**src/hw/rtl/c6502_pkg.sv**
```systemverilog
package c6502_pkg;

    typedef enum logic [5:0] {
        OP_ADC = 6'd0,  OP_AND = 6'd1,  OP_ASL = 6'd2,  OP_BCC = 6'd3,
        OP_BCS = 6'd4,  OP_BEQ = 6'd5,  OP_BIT = 6'd6,  OP_BMI = 6'd7,
        OP_BNE = 6'd8,  OP_BPL = 6'd9,  OP_BRK = 6'd10, OP_BVC = 6'd11,
        OP_BVS = 6'd12, OP_CLC = 6'd13, OP_CLD = 6'd14, OP_CLI = 6'd15,
        OP_CLV = 6'd16, OP_CMP = 6'd17, OP_CPX = 6'd18, OP_CPY = 6'd19,
        OP_DEC = 6'd20, OP_DEX = 6'd21, OP_DEY = 6'd22, OP_EOR = 6'd23,
        OP_INC = 6'd24, OP_INX = 6'd25, OP_INY = 6'd26, OP_JMP = 6'd27,
        OP_JSR = 6'd28, OP_LDA = 6'd29, OP_LDX = 6'd30, OP_LDY = 6'd31,
        OP_LSR = 6'd32, OP_ORA = 6'd33, OP_PHA = 6'd34, OP_PHP = 6'd35,
        OP_PLA = 6'd36, OP_PLP = 6'd37, OP_ROL = 6'd38, OP_NOP = 6'd39,
        OP_ROR = 6'd40, OP_RTI = 6'd41, OP_RTS = 6'd42, OP_SBC = 6'd43,
        OP_SEC = 6'd44, OP_SED = 6'd45, OP_SEI = 6'd46, OP_STA = 6'd47,
        OP_STX = 6'd48, OP_STY = 6'd49, OP_TAX = 6'd50, OP_TAY = 6'd51,
        OP_TSX = 6'd52, OP_TXA = 6'd53, OP_TXS = 6'd54, OP_TYA = 6'd55
    } op_t;

    localparam int FL_C = 0;
    localparam int FL_Z = 1;
    localparam int FL_I = 2;
    localparam int FL_D = 3;
    localparam int FL_V = 6;
    localparam int FL_N = 7;

    localparam logic [7:0] SP_RESET     = 8'hFD;
    localparam logic [7:0] STATUS_RESET = 8'h24;

    typedef struct packed {
        logic [5:0]        req_type;
        logic              accumulator_mode;
        logic [7:0]        operand;
        logic [15:0]       eff_addr;
        logic signed [7:0] branch_offset;
        logic [15:0]       next_pc;
        logic [7:0]        pull_byte1;
        logic [7:0]        pull_byte2;
        logic [7:0]        pull_byte3;
    } req_t;

    typedef struct packed {
        logic        write_enable;
        logic [15:0] write_addr;
        logic [7:0]  write_data;
        logic        last;
        logic [7:0]  acc;
        logic [7:0]  index_x;
        logic [7:0]  index_y;
        logic [7:0]  stack_ptr;
        logic [7:0]  status;
        logic [15:0] new_pc;
        logic [1:0]  extra_cycles;
    } rsp_t;

endpackage

```
**src/hw/rtl/c6502_front.sv**
```systemverilog
module c6502_front (
    input  logic            clk,
    input  logic            rst_n,
    input  logic            push,
    output logic            full,
    input  c6502_pkg::req_t req,
    output logic            q_valid,
    input  logic            q_take,
    output c6502_pkg::req_t q_req
);
    import c6502_pkg::*;

    // two-entry request queue between accept and execute
    req_t       mem_reg [2];
    logic       wp_reg, rp_reg, wp_next, rp_next;
    logic [1:0] cnt_reg, cnt_next;
    logic       do_push, do_pop;

    assign full    = cnt_reg[1];
    assign q_valid = cnt_reg != 2'd0;
    assign q_req   = mem_reg[rp_reg];
    assign do_push = push && !full;
    assign do_pop  = q_take && q_valid;

    always_comb
    begin
        wp_next  = wp_reg ^ do_push;
        rp_next  = rp_reg ^ do_pop;
        cnt_next = cnt_reg + {1'b0, do_push} - {1'b0, do_pop};
    end

    always_ff @(posedge clk or negedge rst_n)
    begin
        if (!rst_n)
        begin
            wp_reg  <= 1'b0;
            rp_reg  <= 1'b0;
            cnt_reg <= 2'd0;
        end
        else
        begin
            wp_reg  <= wp_next;
            rp_reg  <= rp_next;
            cnt_reg <= cnt_next;
        end
    end

    always_ff @(posedge clk)
    begin
        if (do_push)
        begin
            mem_reg[wp_reg] <= req;
        end
    end
endmodule

```
**src/hw/rtl/c6502_back.sv**
```systemverilog
module c6502_back #(
    parameter logic [15:0] STACK_PAGE = 16'd256
) (
    input  logic            clk,
    input  logic            rst_n,
    input  logic            q_valid,
    output logic            q_take,
    input  c6502_pkg::req_t q_req,
    input  logic [15:0]     irq_vector,
    output logic            out_valid,
    input  logic            out_take,
    output c6502_pkg::rsp_t rsp
);
    import c6502_pkg::*;

    logic [7:0] a_reg, x_reg, y_reg, sp_reg, p_reg;
    logic [7:0] a_next, x_next, y_next, sp_next, p_next;

    // pending writes of the instruction in flight
    rsp_t       base_reg;
    logic [1:0] nw_reg, idx_reg;
    logic [15:0] wa_reg [3];
    logic [7:0]  wd_reg [3];
    logic        busy_reg;

    logic [15:0] wa [3];
    logic [7:0]  wd [3];
    logic [1:0]  nw;
    logic [15:0] pc_n, tgt, pcv;
    logic [1:0]  extra;
    logic [8:0]  sum;
    logic [7:0]  m, v, r, opnd;
    logic        c, taken, is_branch, last_out, out_ok;

    always_comb
    begin
        m = q_req.operand;
        c = p_reg[FL_C];
        a_next = a_reg; x_next = x_reg; y_next = y_reg;
        sp_next = sp_reg; p_next = p_reg;
        pc_n = q_req.next_pc; extra = 2'd0; nw = 2'd0;
        wa[0] = 16'd0; wa[1] = 16'd0; wa[2] = 16'd0;
        wd[0] = 8'd0; wd[1] = 8'd0; wd[2] = 8'd0;
        sum = 9'd0; v = 8'd0; r = 8'd0; taken = 1'b0; is_branch = 1'b0;
        pcv = 16'd0;
        opnd = q_req.accumulator_mode ? a_reg : m;
        tgt = q_req.next_pc + {{8{q_req.branch_offset[7]}}, q_req.branch_offset};
        case (q_req.req_type)
            OP_ADC, OP_SBC:
            begin
                v = (q_req.req_type == OP_SBC) ? ~m : m;
                sum = {1'b0, a_reg} + {1'b0, v} + {8'd0, c};
                r = sum[7:0];
                p_next[FL_V] = (~(a_reg[7] ^ v[7])) & (a_reg[7] ^ r[7]);
                p_next[FL_C] = sum[8];
                a_next = r;
            end
            OP_AND: a_next = a_reg & m;
            OP_EOR: a_next = a_reg ^ m;
            OP_ORA: a_next = a_reg | m;
            OP_ASL, OP_LSR, OP_ROL, OP_ROR:
            begin
                case (q_req.req_type)
                    OP_ASL: r = {opnd[6:0], 1'b0};
                    OP_ROL: r = {opnd[6:0], c};
                    OP_LSR: r = {1'b0, opnd[7:1]};
                    default: r = {c, opnd[7:1]};
                endcase
                p_next[FL_C] = (q_req.req_type == OP_ASL || q_req.req_type == OP_ROL)
                               ? opnd[7] : opnd[0];
                p_next[FL_Z] = r == 8'd0;
                p_next[FL_N] = r[7];
                if (q_req.accumulator_mode)
                begin
                    a_next = r;
                end
                else
                begin
                    nw = 2'd1; wa[0] = q_req.eff_addr; wd[0] = r;
                end
            end
            OP_BCC: begin is_branch = 1'b1; taken = !p_reg[FL_C]; end
            OP_BCS: begin is_branch = 1'b1; taken = p_reg[FL_C]; end
            OP_BEQ: begin is_branch = 1'b1; taken = p_reg[FL_Z]; end
            OP_BMI: begin is_branch = 1'b1; taken = p_reg[FL_N]; end
            OP_BNE: begin is_branch = 1'b1; taken = !p_reg[FL_Z]; end
            OP_BPL: begin is_branch = 1'b1; taken = !p_reg[FL_N]; end
            OP_BVC: begin is_branch = 1'b1; taken = !p_reg[FL_V]; end
            OP_BVS: begin is_branch = 1'b1; taken = p_reg[FL_V]; end
            OP_BIT:
            begin
                p_next[FL_Z] = (a_reg & m) == 8'd0;
                p_next[FL_V] = m[6];
                p_next[FL_N] = m[7];
            end
            OP_BRK:
            begin
                pcv = q_req.next_pc + 16'd1;
                nw = 2'd3;
                wa[0] = STACK_PAGE + {8'd0, sp_reg};
                wa[1] = STACK_PAGE + {8'd0, sp_reg - 8'd1};
                wa[2] = STACK_PAGE + {8'd0, sp_reg - 8'd2};
                wd[0] = pcv[15:8]; wd[1] = pcv[7:0]; wd[2] = p_reg | 8'h10;
                sp_next = sp_reg - 8'd3;
                p_next[FL_I] = 1'b1;
                pc_n = irq_vector;
            end
            OP_CLC: p_next[FL_C] = 1'b0;
            OP_CLD: p_next[FL_D] = 1'b0;
            OP_CLI: p_next[FL_I] = 1'b0;
            OP_CLV: p_next[FL_V] = 1'b0;
            OP_SEC: p_next[FL_C] = 1'b1;
            OP_SED: p_next[FL_D] = 1'b1;
            OP_SEI: p_next[FL_I] = 1'b1;
            OP_CMP, OP_CPX, OP_CPY:
            begin
                case (q_req.req_type)
                    OP_CMP: v = a_reg;
                    OP_CPX: v = x_reg;
                    default: v = y_reg;
                endcase
                sum = {1'b0, v} - {1'b0, m};
                p_next[FL_C] = !sum[8];
                p_next[FL_Z] = sum[7:0] == 8'd0;
                p_next[FL_N] = sum[7];
            end
            OP_DEC, OP_INC:
            begin
                r = (q_req.req_type == OP_DEC) ? m - 8'd1 : m + 8'd1;
                nw = 2'd1; wa[0] = q_req.eff_addr; wd[0] = r;
                p_next[FL_Z] = r == 8'd0;
                p_next[FL_N] = r[7];
            end
            OP_DEX: x_next = x_reg - 8'd1;
            OP_DEY: y_next = y_reg - 8'd1;
            OP_INX: x_next = x_reg + 8'd1;
            OP_INY: y_next = y_reg + 8'd1;
            OP_JMP: pc_n = q_req.eff_addr;
            OP_JSR:
            begin
                pcv = q_req.next_pc - 16'd1;
                nw = 2'd2;
                wa[0] = STACK_PAGE + {8'd0, sp_reg};
                wa[1] = STACK_PAGE + {8'd0, sp_reg - 8'd1};
                wd[0] = pcv[15:8]; wd[1] = pcv[7:0];
                sp_next = sp_reg - 8'd2;
                pc_n = q_req.eff_addr;
            end
            OP_LDA: a_next = m;
            OP_LDX: x_next = m;
            OP_LDY: y_next = m;
            OP_PHA, OP_PHP:
            begin
                nw = 2'd1;
                wa[0] = STACK_PAGE + {8'd0, sp_reg};
                wd[0] = (q_req.req_type == OP_PHA) ? a_reg : (p_reg | 8'h30);
                sp_next = sp_reg - 8'd1;
            end
            OP_PLA: begin sp_next = sp_reg + 8'd1; a_next = q_req.pull_byte1; end
            OP_PLP: begin sp_next = sp_reg + 8'd1; p_next = q_req.pull_byte1; end
            OP_RTI:
            begin
                sp_next = sp_reg + 8'd3;
                p_next = q_req.pull_byte1;
                pc_n = {q_req.pull_byte3, q_req.pull_byte2};
            end
            OP_RTS:
            begin
                sp_next = sp_reg + 8'd2;
                pc_n = {q_req.pull_byte2, q_req.pull_byte1} + 16'd1;
            end
            OP_STA: begin nw = 2'd1; wa[0] = q_req.eff_addr; wd[0] = a_reg; end
            OP_STX: begin nw = 2'd1; wa[0] = q_req.eff_addr; wd[0] = x_reg; end
            OP_STY: begin nw = 2'd1; wa[0] = q_req.eff_addr; wd[0] = y_reg; end
            OP_TAX: x_next = a_reg;
            OP_TAY: y_next = a_reg;
            OP_TSX: x_next = sp_reg;
            OP_TXA: a_next = x_reg;
            OP_TXS: sp_next = x_reg;
            OP_TYA: a_next = y_reg;
            default: ;
        endcase
        // nz for register results
        case (q_req.req_type)
            OP_ADC, OP_SBC, OP_AND, OP_EOR, OP_ORA, OP_LDA, OP_PLA, OP_TXA, OP_TYA:
            begin
                p_next[FL_Z] = a_next == 8'd0; p_next[FL_N] = a_next[7];
            end
            OP_DEX, OP_INX, OP_LDX, OP_TAX, OP_TSX:
            begin
                p_next[FL_Z] = x_next == 8'd0; p_next[FL_N] = x_next[7];
            end
            OP_DEY, OP_INY, OP_LDY, OP_TAY:
            begin
                p_next[FL_Z] = y_next == 8'd0; p_next[FL_N] = y_next[7];
            end
            default: ;
        endcase
        if (is_branch && taken)
        begin
            pc_n  = tgt;
            extra = (tgt[15:8] != q_req.next_pc[15:8]) ? 2'd2 : 2'd1;
        end
    end

    // output register holds one result; next result loads when it drains
    assign out_valid = busy_reg;
    assign last_out  = (nw_reg == 2'd0) || (idx_reg == nw_reg - 2'd1);
    assign out_ok    = !busy_reg || (out_take && last_out);
    assign q_take    = out_ok;

    always_comb
    begin
        rsp = base_reg;
        rsp.last = last_out;
        if (nw_reg != 2'd0)
        begin
            rsp.write_enable = 1'b1;
            rsp.write_addr   = wa_reg[idx_reg];
            rsp.write_data   = wd_reg[idx_reg];
        end
    end

    always_ff @(posedge clk or negedge rst_n)
    begin
        if (!rst_n)
        begin
            a_reg <= 8'd0; x_reg <= 8'd0; y_reg <= 8'd0;
            sp_reg <= SP_RESET; p_reg <= STATUS_RESET;
            busy_reg <= 1'b0; idx_reg <= 2'd0; nw_reg <= 2'd0;
        end
        else if (q_valid && out_ok)
        begin
            a_reg <= a_next; x_reg <= x_next; y_reg <= y_next;
            sp_reg <= sp_next; p_reg <= p_next;
            busy_reg <= 1'b1; idx_reg <= 2'd0; nw_reg <= nw;
        end
        else if (busy_reg && out_take)
        begin
            if (last_out)
            begin
                busy_reg <= 1'b0;
            end
            else
            begin
                idx_reg <= idx_reg + 2'd1;
            end
        end
    end

    always_ff @(posedge clk)
    begin
        if (q_valid && out_ok)
        begin
            base_reg <= '{write_enable: 1'b0, write_addr: 16'd0, write_data: 8'd0,
                          last: 1'b0, acc: a_next, index_x: x_next, index_y: y_next,
                          stack_ptr: sp_next, status: p_next, new_pc: pc_n,
                          extra_cycles: extra};
            wa_reg <= wa;
            wd_reg <= wd;
        end
    end
endmodule

```
**src/hw/rtl/cpu6502_instruction_execute.sv**
```systemverilog
// a request's first result reaches the result ports after it passes the request queue and the result register
// throughput: one request per cycle for single-result instructions while results are popped;
// instructions that write memory occupy the result register for one result per write (up to 3)
// a two-entry request queue decouples accept from the execute unit
// reset: A=X=Y=0, SP=0xFD, P=0x24, irq_vector=0, queues empty
module cpu6502_instruction_execute #(
    parameter logic [15:0] STACK_PAGE = 16'd256
) (
    input  logic            clk,
    input  logic            rst_n,
    input  logic            push,
    output logic            full,
    input  c6502_pkg::req_t req,
    output logic            empty,
    input  logic            pop,
    output c6502_pkg::rsp_t rsp,
    input  logic            cfg_valid,
    output logic            cfg_ready,
    input  logic [15:0]     cfg_data
);
    import c6502_pkg::*;

    logic        q_valid, q_take, out_valid;
    req_t        q_req;
    logic [15:0] irq_vector_reg;

    assign cfg_ready = 1'b1;
    assign empty     = !out_valid;

    always_ff @(posedge clk or negedge rst_n)
    begin
        if (!rst_n)
        begin
            irq_vector_reg <= 16'd0;
        end
        else if (cfg_valid && cfg_ready)
        begin
            irq_vector_reg <= cfg_data;
        end
    end

    c6502_front u_front (
        .clk(clk), .rst_n(rst_n), .push(push), .full(full), .req(req),
        .q_valid(q_valid), .q_take(q_take), .q_req(q_req)
    );

    c6502_back #(.STACK_PAGE(STACK_PAGE)) u_back (
        .clk(clk), .rst_n(rst_n), .q_valid(q_valid), .q_take(q_take),
        .q_req(q_req), .irq_vector(irq_vector_reg), .out_valid(out_valid),
        .out_take(pop), .rsp(rsp)
    );

    a_nowrite_zero: assert property (@(posedge clk) disable iff (!rst_n)
        !empty && !rsp.write_enable |-> rsp.write_addr == 16'd0 && rsp.last)
        else $error("result without write not clean");
    a_extra_only_taken: assert property (@(posedge clk) disable iff (!rst_n)
        !empty && rsp.extra_cycles != 2'd0 |-> !rsp.write_enable)
        else $error("branch penalty with write");
    a_multi_hold: assert property (@(posedge clk) disable iff (!rst_n)
        !empty && pop && !rsp.last |=> !empty && $stable(rsp.new_pc))
        else $error("multi-write instruction broke up");
endmodule

```
**config.mk**
```make
export PLATFORM = sky130hd
export DESIGN_NAME = cpu6502_instruction_execute
export DESIGN_NICKNAME = d
export VERILOG_FILES = /design/src/hw/rtl/c6502_pkg.sv /design/src/hw/rtl/c6502_front.sv /design/src/hw/rtl/c6502_back.sv /design/src/hw/rtl/cpu6502_instruction_execute.sv
export SDC_FILE = /design/constraint.sdc
export NUM_CORES = 1
export LEC_CHECK = 0
export ABC_AREA = 1
export BUFFER_PORTS_ARGS = -buffer_cell sky130_fd_sc_hd__buf_2
export CORE_AREA = 2 2 232 234
export DETAILED_ROUTE_END_ITERATION = 6
export DIE_AREA = 0 0 234 236
export PLACE_DENSITY_LB_ADDON = 0.2
export SLEW_MARGIN = 20
export SYNTH_ARGS = -nofsm -noshare
export SYNTH_HDL_FRONTEND = slang
export SYNTH_SLANG_ARGS = --single-unit
```
**constraint.sdc**
```tcl
create_clock -name clk -period 10.5 [get_ports clk]
set_input_delay 1.575 -clock clk [delete_from_list [all_inputs] [get_ports clk]]
set_output_delay 1.575 -clock clk [all_outputs]
set_load 0.02 [all_outputs]
```
# After elaboration in Yosys (flattened, before gate mapping)
# Memories as Yosys holds them, arrays and structs flattened.
# Index checks and enable logic that the tools add are counted.
# word_totals
regBits	195
ram_bits	158
input_bits	100
output_inout_bits	87
wordCells	220
memories	1
# mem_list
memory	depth	width	rd	rd_clocked_by_memory_dff	write_ports	line	text
u_front.mem_reg	2	79	1	0	1	c6502_front.sv:14	req_t mem_reg [2];
# op_classes
addsub	26
magnitude_cmp	1
eq_ne	57
muxes	51
bitwise	11
reduce_logical	47
# op_table
operator	count
6-bit == test (second input constant)	23
6-bit by 5-bit == test with 1-bit output (second input constant)	16
8-bit two-way mux	10
8-bit case mux with 9 select lines	1
16-bit two-way mux	4
16-bit case mux with 4 select lines	1
8-bit case mux with 8 select lines	1
8-bit logical NOT	7
8-bit case mux with 7 select lines	1
6-bit by 4-bit == test with 1-bit output (second input constant)	8
16-bit case mux with 3 select lines	1
8-bit case mux with 5 select lines	1
16-bit by 1-bit adder with 16-bit output (second input constant)	2
8-bit by 1-bit adder with 8-bit output (second input constant)	4
16-bit binary-select mux with 2-bit select	1
8-bit case mux with 2 select lines	2
8-bit case mux with 4 select lines	1
8-bit by 1-bit subtractor with 8-bit output (second input constant)	4
9-bit by 8-bit adder with 10-bit output (first input constant)	3
25-bit two-way mux	1
6-bit by 3-bit == test with 1-bit output (second input constant)	4
8-bit case mux with 3 select lines	1
16-bit adder	1
8-bit by 2-bit adder with 8-bit output (second input constant)	2
47 further kinds	93

# Logic depth before layout (Yosys ltp)
# logic_depth
word_depth	8
depth_mapped	28
depth_no_buf	26

# Hierarchy
# Synthesis repeated with hierarchy kept, for this count alone.
# hier_totals
hier_cells	2599
hier_area_um2	20960.1
# modules_own_cells
module	instances	cells_per_inst	area_each_um2	seq_area_each_um2
c6502_back	1	2091	14318.7	4620.7
c6502_front	1	437	5982.0	4844.6
cpu6502_instruction_execute	1	71	659.4	400.4

# Worst setup path before layout
# Ideal clock, no wire load.
# synth_path
path_type	input port to flip-flop
start	in push
end	mem u_front.mem_reg[1][0] (netlist name), enable pin
setup_time_ns	0.446
arrival_time_ns	3.677
required_time_ns	10.054
path_slack_ns	6.377
cell_stages	3
cell_sequence	inv_1 > nor2_1 > ha_1
# synth_between
elab_chain_cells	3
# synth_lines
item	line	text
from (decl)	cpu6502_instruction_execute.sv:11	input logic push,
1-bit logical AND	c6502_front.sv:22	assign do_push = push && !full;
1-bit two-way mux	c6502_front.sv:50	if (do_push)
1-bit two-way mux (not written as such)	c6502_front.sv:52	mem_reg[wp_reg] <= req;
to (decl)	c6502_front.sv:14	
# Every way passes these cells.

# Final worst setup path
# layout_path
start	reg u_front.rp_reg
end	reg u_back.base_reg, in the netlist u_back.rsp[19] (data pin)
# layout_between
elab_chain_cells	8
word_cells_on_any_way	68
cone_classes	add/sub: 5; eq/ne: 29; mux: 13; bitwise: 4; reduce/logical: 16; memory: 1
# layout_lines
item	line	text
from (decl)	c6502_front.sv:15	logic wp_reg, rp_reg, wp_next, rp_next;
from (signal assigned)	c6502_front.sv:43	rp_reg <= rp_next;
memory 2 x 79 bit *	n/a	
6-bit == test (tied with other cells)	c6502_back.sv:48, c6502_back.sv:51, c6502_back.sv:184	
8-bit two-way mux (tied with other cells)	c6502_back.sv:51	v = (q_req.req_type == OP_SBC) ? ~m : m;
8-bit by 8-bit adder with 9-bit output or 8-bit two-way mux (tied branches)	c6502_back.sv:52, c6502_back.sv:48	
9-bit by 1-bit adder with 9-bit output (tied with other cells)	c6502_back.sv:52	sum = {1'b0, a_reg} + {1'b0, v} + {8'd0, c};
8-bit case mux with 9 select lines or 8-bit logical NOT (tied branches)	c6502_back.sv:48, c6502_back.sv:124	
8-bit logical NOT or 1-bit case mux with 5 select lines (tied branches)	c6502_back.sv:187, c6502_back.sv:48	
1-bit case mux with 3 select lines *	c6502_back.sv:184	case (q_req.req_type)
via u_back.p_next[1]	c6502_back.sv:17	logic [7:0] a_next, x_next, y_next, sp_next, p_next;
to (signal assigned)	c6502_back.sv:255	base_reg <= '{write_enable: 1'b0, write_addr: 16'd0, write_data: 8'd0,
to (decl)	c6502_back.sv:20	rsp_t base_reg;
# Mark *: on every way through the listed nets, which the timed path passes. The rest lies on a longest branch. The select of a mux whose other input is x is not followed.
# A chain may end at the register's enable or synchronous reset.

==> run metrics <==
final setup vio count 0; commonest non-fill, non-tap cells in the layout nand2_1 (557), edfxtp_1 (274), inv_1 (243); via count 17,850; Synth Instances 2,364; DR iter-0 viols 1,714; htree depth 2; Synth Area in Compound Gates 11.77%; FMAX 209.1 MHz; crit-path max FO 49; power per cell area 333.9 nW/um^2; antenna violations before repair 3; HPWL after DPL 53,780 um; Peak VDD IR 144.7 uV; CTS tree yes; final instance area 23,640 um^2; final RePlAce weighted congestion 0.9785; Max-Cap Viols 0; Distinct cells, synth 73; Worst path max stage delay 0.57 ns; worst-skew pair later-pin latency 0.58 ns; Avg Synthesized Cell Area 8.803 um^2; layout cells sized above 1 16.94%; Synth Area in Simple Gates 24.18%; mux cell area share after synthesis 1.118%; clock buffer count from CTS 37; Psw 3.863 mW; Sw Share 48.93%; Reg area 9869 um^2; routed length per placed instance 21.74 um; root buf cell clkbuf_16; # rows 85; combinational share of power 54.4%; synthesized area 20,810 um^2; clock power share 16.6%; Worst Path Required 10.81 ns; yosys warns 0; diode count 0; Hold Path Sink u_back.p_reg[4]; CP Class flop to flop; max reg flops 158; fin. max-slew vios 0; syn_nets 2,557; Layout area overhead 13.62%; CORE AREA 53,070 um^2; final wirelength 71,210 um; final design utilization 44.55%; drt first pass iters 6; die extent in x 234 um; cts hold-fix bufs 0; total gr overflow 0; vias in the first global route 16,890; Final ANT Viol Nets 0; Int Pwr 4.032 mW; first-pass GRT wire length 106,300 um; CTS max path bufs 3; Starting Density 39.21%; R2R setup slack 5.72 ns; Via density 5.451; post-layout min period 4.783 ns; final net count 2,744; DRC viols 0; reg2reg end u_back.rsp[19]; Top Ports 187; hold path depth 2; Setup TNS 0 ns; largest net degree at the start of global routing 84; Fillers 5,217; placed cell area 22,420 um^2; Final Hold Viols 0; Synth Flop Type edfxtp_1; CP most frequent cell nand2_1; Worst-path clk slew 0.06 ns; Multi-input gate area 9553 um^2; CTS Sinks 339; Worst Slack Setup Final 5.717 ns; crit end category flop; outcome finished, final reports clean; asr flop ratio synth 19.17%; register bit total from synthesis 339; largest family of logic cells by synthesized area simple AND/OR/NAND/NOR gates; static leakage 10.24 nW; crit-path cells buf_4 -> buf_4 -> nand2_1 -> nand2_2 -> nor2_8 -> nand2_1 -> nand2_1 -> inv_1 -> a21oi_1 -> ha_1 -> fa_1 -> inv_1 -> nand3_1 -> nand2_1 -> xor2_1 -> nor3_1 -> nand3_1 -> nor2_1 -> nor2_1 -> nand3_1 -> nand2_1 -> nand2_1 -> inv_1 -> nand3_2; worst slew pin tran 1.060 ns; setup repair after global routing missed its margin false; Startpoint Class flop; total global-route track usage 25.68%; register area share after synthesis 47.41%; Relative slew margins 29.09%; Flop pwr share 29.0%; RR Startpoint u_front.rp_reg; total die area 55,220 um^2; HP Class flop to flop; Place WS 5.706 ns; post-CTS sizing 0; Max stage delay cell, worst path buf_4; Worst R2R Path Depth 24; Final Cycle Share 45.56%; WP data arrival 5.10 ns; critical hold path startpoint u_back.p_reg[4]; # Post-CTS Setup Buffers 0; port bufs 185; Post-synth EDFFs 274; die height 236 um; post-synthesis adder-cell area fraction 5.880%; clk_skew 0.01979 ns; xor and xnor area share after synthesis 2.820%; commonest non-fill, non-tap cell in the layout nand2_1
-- worst max-delay path: cells and delay by family (launching register included) --
family                   cells  cell delay, ns
adder cells (fa/ha/maj)      2            0.72
buffers and inverters        5            1.45
AND/OR/NAND/NOR             15            1.55
XOR/XNOR                     1            0.17
flip-flops                   1            0.49
AO/OA/AOI/OAI                1            0.10
-- metal layers --
metal	vias to the layer above	GRT usage (%)	routed length [um]
li1	8414	-	-
met1	8552	37.11	31900
met2	756	39.83	32170
met3	128	4.074	5149
met4	2	6.962	1966
met5	-	0	13
-- stage by stage --
| step | std cells | power [mW] | hold WS [ns] |
|---|---|---|---|
| floorplan | 2364 | 5.195 | 0.4488 |
| global placement | 3207 | 6.500 | 0.4629 |
| detailed placement | 3207 | 6.548 | 0.4744 |
| CTS | 3274 | 7.882 | 0.4905 |
| global route | 3275 | 8.432 | 0.5092 |
| finish | 3275 | 7.895 | 0.4963 |
-- cells in the mapped netlist, types with 26 or more instances --
cell type | n | area share, %
nand2_2 | 27 | 0.81
nand4_1 | 30 | 0.90
ha_1 | 85 | 5.1
xor2_1 | 50 | 2.1
o21ai_0 | 133 | 3.2
dfrtp_1 | 56 | 6.7
nand2_1 | 557 | 10
clkbuf_1 | 26 | 0.47
edfxtp_1 | 274 | 40
o22ai_1 | 55 | 1.7
a21oi_1 | 80 | 1.9
nor2_1 | 229 | 4.1
nand3_1 | 127 | 3.1
inv_1 | 243 | 4.4
-- worst max path at each step --
| stage | endpoint | from | slack [ns] | depth (start not counted) |
|---|---|---|---|---|
| after floorplan | u_front.mem_reg[1][0] | push | 6.38 | 3 |
| after global placement | u_back.rsp[19] | u_front.rp_reg | 5.84 | 24 |
| after detailed placement | u_back.rsp[19] | u_front.rp_reg | 5.71 | 24 |
| after CTS | u_back.rsp[19] | u_front.rp_reg | 5.67 | 24 |
| after global routing | u_back.p_reg[1] | u_front.rp_reg | 5.15 | 26 |
| final | u_back.rsp[19] | u_front.rp_reg | 5.72 | 24 |
-- power groups by stage --
stage	logic [mW]	clock network, mW	registers [mW]
CTS	4.26	1.34	2.29
detailed placement	4.24	0	2.31
global route	4.72	1.38	2.32
global placement	4.20	0	2.30
floorplan	2.83	0	2.36
finish	4.30	1.31	2.29
-- layout make-up --
| cell class | instances | area share, % |
|---|---|---|
| clock buffer | 45 | 4.128 |
| inverter | 273 | 4.408 |
| multi-input combinational | 1693 | 40.40 |
| sequential | 339 | 41.74 |
| timing repair buffer | 207 | 4.667 |
| clock inverter | 22 | 0.9684 |
| tap | 696 | 3.683 |
-- cell families after synthesis --
group,count (synthesis)
AO/OA/AOI/OAI,399
XOR/XNOR,67
adder cells (fa/ha/maj),93
buffers and inverters,332
flip-flops,339
multiplexers,23
other,1
AND/OR/NAND/NOR,1110
(Power assumes the default switching activity.)
